===== config.mk =====
export PLATFORM = sky130hd
export DESIGN_NAME = licc_ctrl
export DESIGN_NICKNAME = d
export VERILOG_FILES = /design/src/licc_pkg.sv /design/src/licc_ctrl.sv
export SDC_FILE = /design/constraint.sdc
export NUM_CORES = 1
export LEC_CHECK = 0
export ABC_AREA = 1
export BUFFER_PORTS_ARGS = -buffer_cell sky130_fd_sc_hd__clkbuf_2
export CAP_MARGIN = 20
export CELL_PAD_IN_SITES_DETAIL_PLACEMENT = 0
export CELL_PAD_IN_SITES_GLOBAL_PLACEMENT = 1
export CORE_MARGIN = 3
export CORE_UTILIZATION = 30
export CTS_BUF_LIST = sky130_fd_sc_hd__clkbuf_2 sky130_fd_sc_hd__clkbuf_4 sky130_fd_sc_hd__clkbuf_8
export CTS_CLUSTER_SIZE = 10
export DETAILED_ROUTE_END_ITERATION = 10
export PLACE_DENSITY_LB_ADDON = 0.08
export SYNTH_ARGS = -nofsm -noshare
export SYNTH_HDL_FRONTEND = slang
export SYNTH_SLANG_ARGS = --single-unit

===== constraint.sdc =====
create_clock -name i_clk -period 1.1 [get_ports i_clk]
set_input_delay 0.22 -clock i_clk [delete_from_list [all_inputs] [get_ports i_clk]]
set_output_delay 0.22 -clock i_clk [all_outputs]
set_load 0.03 [all_outputs]

===== src/licc_pkg.sv =====
// Shared types, constants and helpers for the label interning co-occurrence counter.
// Depends on nothing; every other file in src imports it.
`default_nettype none

package licc_pkg;

    localparam int KEY_CHARS  = 8;
    localparam int MAX_LABELS = 64;
    localparam int COUNT_BITS = 32;

    localparam int IDX_W   = $clog2(MAX_LABELS);
    localparam int USED_W  = $clog2(MAX_LABELS + 1);
    localparam int CELL_AW = 2 * IDX_W;

    // request kinds
    localparam logic [1:0] REQ_RECORD = 2'd0;
    localparam logic [1:0] REQ_CELL   = 2'd1;
    localparam logic [1:0] REQ_LABEL  = 2'd2;

    // result status codes
    localparam logic [1:0] STS_OK    = 2'd0;
    localparam logic [1:0] STS_FULL  = 2'd1;
    localparam logic [1:0] STS_RANGE = 2'd2;

    typedef struct packed {
        logic [1:0]  req_type;
        logic [63:0] past_key;
        logic [63:0] future_key;
        logic [5:0]  row_index;
        logic [5:0]  col_index;
    } t_req;

    typedef struct packed {
        logic [1:0]  status;
        logic [5:0]  past_index;
        logic [5:0]  future_index;
        logic [31:0] cell_count;
        logic [63:0] label_value;
        logic [6:0]  label_count;
        logic [31:0] total_pairs;
    } t_res;

    typedef enum logic [3:0] {
        ST_CLEAR,
        ST_IDLE,
        ST_SCAN,
        ST_DECIDE,
        ST_INS_P,
        ST_INS_F,
        ST_CNT_RD,
        ST_CNT_WR,
        ST_CELL,
        ST_CELL_FIN,
        ST_LBL,
        ST_LBL_FIN,
        ST_NOP
    } t_state;

    typedef enum logic [3:0] {
        OP_NONE,
        OP_CLEAR,
        OP_LOAD,
        OP_SCAN,
        OP_INS_P,
        OP_INS_F,
        OP_CNT_RD,
        OP_CELL_RD,
        OP_LBL_RD,
        OP_FIN_REC,
        OP_FIN_FULL,
        OP_FIN_BAD,
        OP_FIN_CELL,
        OP_FIN_LBL,
        OP_FIN_NOP
    } t_op;

    typedef struct packed {
        t_op op;
    } t_cmd;

    typedef struct packed {
        logic clr_last;
        logic scan_done;
        logic full;
        logic cell_ok;
        logic lbl_ok;
    } t_sts;

    function automatic logic op_is_fin(input t_op op);
        return (op == OP_FIN_REC) || (op == OP_FIN_FULL) || (op == OP_FIN_BAD) ||
               (op == OP_FIN_CELL) || (op == OP_FIN_LBL) || (op == OP_FIN_NOP);
    endfunction

    // clear every byte from the first zero byte on
    function automatic logic [63:0] norm_key(input logic [63:0] k);
        logic [63:0] r;
        logic        stop;
        r    = '0;
        stop = 1'b0;
        for (int i = 0; i < KEY_CHARS; i++) begin
            if (k[8*i +: 8] == 8'h00) begin
                stop = 1'b1;
            end
            if (!stop) begin
                r[8*i +: 8] = k[8*i +: 8];
            end
        end
        return r;
    endfunction

    function automatic logic [COUNT_BITS-1:0] sat_inc(input logic [COUNT_BITS-1:0] v);
        return (&v) ? v : v + 1'b1;
    endfunction

endpackage

`default_nettype wire


===== src/licc_ctrl.sv =====
// Control FSM: sequences clearing, scan, insert, count update and cell and label reads.
// Depends on licc_pkg; drives licc_dpath through t_cmd and watches its t_sts.
`default_nettype none

module licc_ctrl (
    input  wire logic          i_clk,
    input  wire logic          i_rst_n,
    input  wire logic          start,
    input  wire logic [1:0]    i_req_type,
    input  wire licc_pkg::t_sts i_sts,
    output licc_pkg::t_cmd     o_cmd,
    output logic               busy
);
    import licc_pkg::*;

    t_state r_state;
    t_state n_state;

    always_ff @(posedge i_clk) begin
        if (!i_rst_n) begin
            r_state <= ST_CLEAR;
        end else begin
            r_state <= n_state;
        end
    end

    always_comb begin
        n_state = r_state;
        unique case (r_state)
            ST_CLEAR: begin
                if (i_sts.clr_last) n_state = ST_IDLE;
            end
            ST_IDLE: begin
                if (start) begin
                    unique case (i_req_type)
                        REQ_RECORD: n_state = ST_SCAN;
                        REQ_CELL:   n_state = ST_CELL;
                        REQ_LABEL:  n_state = ST_LBL;
                        default:    n_state = ST_NOP;
                    endcase
                end
            end
            ST_SCAN: begin
                if (i_sts.scan_done) n_state = ST_DECIDE;
            end
            ST_DECIDE: begin
                n_state = i_sts.full ? ST_IDLE : ST_INS_P;
            end
            ST_INS_P:    n_state = ST_INS_F;
            ST_INS_F:    n_state = ST_CNT_RD;
            ST_CNT_RD:   n_state = ST_CNT_WR;
            ST_CNT_WR:   n_state = ST_IDLE;
            ST_CELL: begin
                n_state = i_sts.cell_ok ? ST_CELL_FIN : ST_IDLE;
            end
            ST_CELL_FIN: n_state = ST_IDLE;
            ST_LBL: begin
                n_state = i_sts.lbl_ok ? ST_LBL_FIN : ST_IDLE;
            end
            ST_LBL_FIN:  n_state = ST_IDLE;
            ST_NOP:      n_state = ST_IDLE;
            default:     n_state = ST_IDLE;
        endcase
    end

    always_comb begin
        o_cmd.op = OP_NONE;
        unique case (r_state)
            ST_CLEAR:    o_cmd.op = OP_CLEAR;
            ST_IDLE:     o_cmd.op = start ? OP_LOAD : OP_NONE;
            ST_SCAN:     o_cmd.op = OP_SCAN;
            ST_DECIDE:   o_cmd.op = i_sts.full ? OP_FIN_FULL : OP_NONE;
            ST_INS_P:    o_cmd.op = OP_INS_P;
            ST_INS_F:    o_cmd.op = OP_INS_F;
            ST_CNT_RD:   o_cmd.op = OP_CNT_RD;
            ST_CNT_WR:   o_cmd.op = OP_FIN_REC;
            ST_CELL:     o_cmd.op = i_sts.cell_ok ? OP_CELL_RD : OP_FIN_BAD;
            ST_CELL_FIN: o_cmd.op = OP_FIN_CELL;
            ST_LBL:      o_cmd.op = i_sts.lbl_ok ? OP_LBL_RD : OP_FIN_BAD;
            ST_LBL_FIN:  o_cmd.op = OP_FIN_LBL;
            ST_NOP:      o_cmd.op = OP_FIN_NOP;
            default:     o_cmd.op = OP_NONE;
        endcase
    end

    assign busy = (r_state != ST_IDLE);

    // a finished request always hands control back to idle
    a_fin_to_idle: assert property (@(posedge i_clk) disable iff (!i_rst_n)
        op_is_fin(o_cmd.op) |=> (r_state == ST_IDLE))
        else $error("request finished without returning to idle");

    // a scan is only ever entered from idle
    a_scan_entry: assert property (@(posedge i_clk) disable iff (!i_rst_n)
        (r_state == ST_SCAN) |-> ($past(r_state) == ST_IDLE || $past(r_state) == ST_SCAN))
        else $error("scan entered from an unexpected state");

    // an accepted request leaves idle at once
    a_accept_busy: assert property (@(posedge i_clk) disable iff (!i_rst_n)
        (start && !busy) |=> busy)
        else $error("accepted request did not raise busy");

endmodule

`default_nettype wire


=== Yosys cells after proc, flatten, opt, wreduce, memory -nomap -nowiden ===
Index checks and enable logic that the tools add are counted.

* Logic and storage cells: 35
* Input bits: 10
* Flip-flop bits (word level): 4
* Output and inout bits: 5

* Equal/unequal tests: 18
* Muxes and demuxes: 13
* Reduce and logical (&&, ||, !) cells: 3

{| class="wikitable"
|+ Operator list
! operator !! number
|-
| $pmux W4 S13 || 1
|-
| $pmux W4 S9 || 1
|-
| $mux W4 || 7
|-
| $eq A4 B4 Y1 const B || 5
|-
| $eq A4 B3 Y1 const B || 4
|-
| $pmux W4 S3 || 1
|-
| $eq A4 B2 Y1 const B || 2
|-
| $ne A2 B2 Y1 const B || 3
|-
| $eq A4 B1 Y1 const B || 1
|-
| $logic_not A4 Y1 || 1
|-
| $mux W2 || 2
|-
| $ne A4 B1 Y1 const B || 1
|-
| $mux W3 || 1
|-
| $reduce_and A3 Y1 || 1
|-
| $eq A2 B1 Y1 const B || 1
|-
| $eq A2 B2 Y1 const B || 1
|-
| $logic_not A2 Y1 || 1
|}

=== Longest topological paths before layout ===
* Depth in word-level cells: 4
* Gate-level depth with buffers: 8
* Depth with buffers taken out: 8

=== Least setup slack after synthesis ===
OpenSTA, ideal clock, no wires.

* Path type: register -> output
* Start point: register r_state[3]
* End point: output o_cmd[1] (netlist bit)
* Data required time: 0.880 ns
* Path slack: -0.530 ns
* Buffers on the path: 0
* Cell stages (with the launch flop): 4
* Arrival time: 1.410 ns
* Path through: dfxtp_1 -> nor2_2 -> nand2_1 -> o2111ai_1

{| class="wikitable"
|+ RTL lines
! item !! line !! source
|-
| from (decl) || licc_ctrl.sv:16 || <nowiki>t_state r_state;</nowiki>
|-
| from (signal assigned) || licc_ctrl.sv:23 || <nowiki>r_state <= n_state;</nowiki>
|-
| to (decl) || licc_ctrl.sv:11 || <nowiki>output licc_pkg::t_cmd o_cmd,</nowiki>
|}

==> flow_summary.toml <==
[run_status]
status = "finished, violations left"
violations = "negative setup slack"

[clock_tree]
cts_sinks = 4
cts.hold.buffers_added = 0
cts.htree.levels = 1
cts-root-buf = "clkbuf_4"
cts.path.max_buffers = 2
cts_buffers = 3
cts.clk_slew.worst_paths_ns = 0.04
clkLatencyLatePin_ns = 0.24
cts_tree = "built"

[synth]
synthesis.area_um2 = 448
yosysWarnings = 0
ys_seq_elements = 4
ys_types = 17
synthCells = 81
syn_avg_cell_area_um2 = 5.53
syn_nets = 91
synth_seq_area_share_pct = 17.9

[placed_design]
placed_area_um2 = 785
dpl.hpwl_um = 1360
gp_congestion = 0.797
place_inst = 128
placement.io_buffers = 14

[grt]
grt_pass1_wl_um = 2760
grt_usage_pct = 19.5
grt_pass1_vias = 630
grt_overflow = 0
antenna_found_initial = 0
grt_max_degree = 7

[setup_path]
path_max_fanout = 4
endpoint_kind = "output port"
rr_worst_depth = 9
crit_start = "r_state[1]$_SDFFE_PN0P_"
rr_startpoint = "r_state[2]$_SDFFE_PN0P_"
worstPathRequired_ns = 0.88
worstSetupPathType = "reg2out"
crit_path_start_kind = "register"
r2r-end = "r_state[3]$_SDFFE_PN0P_"
r2r_setup_slack_ns = -0.14
cp.arrival_ns = 1.36
crit_end = "o_cmd[0]"

[layout]
finalNonFillerCells = 136
diodes = 0
fin_util_pct = 74.4
final_cell_mix = "buf_4 (16), nand2_1 (10), clkbuf_2 (9), inv_1 (7)"
largest_register_ffs = 4
top_regs = "r_state x4"
fin_nets = 132
stdcell_area_um2 = 1000
regMostFlops = "r_state"
drive_above_1_share_pct = 67.8
fillCellCount = 113
syn_to_final_growth_pct = 124
mostFrequentLayoutCell = "buf_4"

[sta]
layout_min_cycle_time_ns = 1.58
hold_slack_ns = 0.203
tightest_slew_ns = 0.274
finalCritPeriodShare_pct = 143
skew_ns = 0.00622
slew_headroom_pct = 81.6
fin_ws_ns = -0.477
fmax_mhz = 634
setup_violations = 9
rsz0062_at_grt = "true"
hold_violations = 0
drv_slew = 0
fin_setup_tns_ns = -2.41

[route]
drt_pre_antenna_iters = 3
drtIter0Drc = 7
drt_drc_violations_left = 0
vias = 667
post_drt_via_cell_ratio = 4.90
ant_nets = 0
wl_per_cell_um = 13.0
drt-total-wl_um = 1770

[worst_hold_path]
hold_start = "i_rst_n"
min_path_type = "in2reg"

[die]
start_util_pct = 33.2
die_w_um = 44.6
core_um2 = 1350
die_h_um = 44.6
dieArea_um2 = 1990
io_pins = 15
rows = 13

[power_and_ir_drop]
pwr_density_cell_nw_per_um2 = 2300
vdd.ir_drop.worst_mv = 1.07
p_leak_nw = 0.516

[run]
drv_cap = 0
## timing repair
item                                    CTS  global route
setup buffers                             1             4
gates resized for setup                  24            23
pin swaps                                 7             8
hold endpoints to repair                  0             0
endpoints found under the setup margin    9             9
## per-layer routing
metal	global-route usage (%)	vias up	wire length (um)
li1	-	346	-
met1	21.6	304	723
met2	36.1	13	974
met3	2.44	4	37
met4	9.04	0	32
met5	0	-	0
## final cells by class
cell class,instances,area (um^2),share of cell area (%)
inverters,17,73.8,7.35
flip-flops and latches,4,95.1,9.46
clock buffers,4,30.0,2.99
well taps,15,18.8,1.87
repair buffers,36,322,32.0
multi-input cells,60,465,46.3
## critical path, cell delays in order, from the launching register on
cell       delay (ns)
dfxtp_4          0.38
inv_4            0.06
nor2_4           0.12
nand3b_1         0.23
o2111ai_4        0.17
buf_8            0.15
## where the power goes
part / total (W) / internal (W) / switching [W] / leakage [nW]
logic: 0.00177 / 0.000864 / 0.000910 / 0.462
registers: 0.000304 / 0.000206 / 0.0000983 / 0.0356
clock network: 0.000235 / 0.000162 / 0.0000732 / 0.0184
total: 0.00231 / 0.00123 / 0.00108 / 0.516
## cell families (layout without fill, tap and decap cells)
family / Yosys count / in the layout / synth area share [%]
AND/OR/NAND/NOR: 46 / 46 / 49.4
buffers and inverters: 17 / 57 / 14.2
AO/OA/AOI/OAI: 14 / 14 / 18.4
flip-flops: 4 / 4 / 17.9
## worst min path at each step
stage	to	slack (ns)	cells past startpoint
6_report	r_state[0]$_SDFFE_PN0P_	0.20	3
5_1_grt	r_state[0]$_SDFFE_PN0P_	0.21	3
4_1_cts	r_state[0]$_SDFFE_PN0P_	0.20	3
3_5_place_dp	r_state[0]$_SDFFE_PN0P_	0.46	3
3_3_place_gp	r_state[0]$_SDFFE_PN0P_	0.47	3
2_1_floorplan	r_state[0]$_SDFFE_PN0P_	0.35	2
## synthesized netlist by cell type (all sizes together)
cell type | instances | area share [%]
a21oi | 5 | 5.6
dfxtp | 4 | 18
inv | 17 | 14
nand2 | 19 | 18
nand3 | 11 | 13
nand3b | 2 | 4.2
nor2 | 13 | 13
nor3 | 1 | 1.1
o2111ai | 2 | 3.9
o211ai | 2 | 3.4
o21ai | 5 | 5.6
## through the flow
| stage | power [W] | setup WS (ns) |
|---|---|---|
| global route | 0.00247 | -0.553 |
| global placement | 0.00162 | -0.264 |
| CTS | 0.00213 | -0.486 |
| floorplan | 0.00116 | -0.0846 |
| finish | 0.00231 | -0.477 |
| detailed placement | 0.00165 | -0.307 |
No activity file was read; power rests on OpenSTA's default activity.
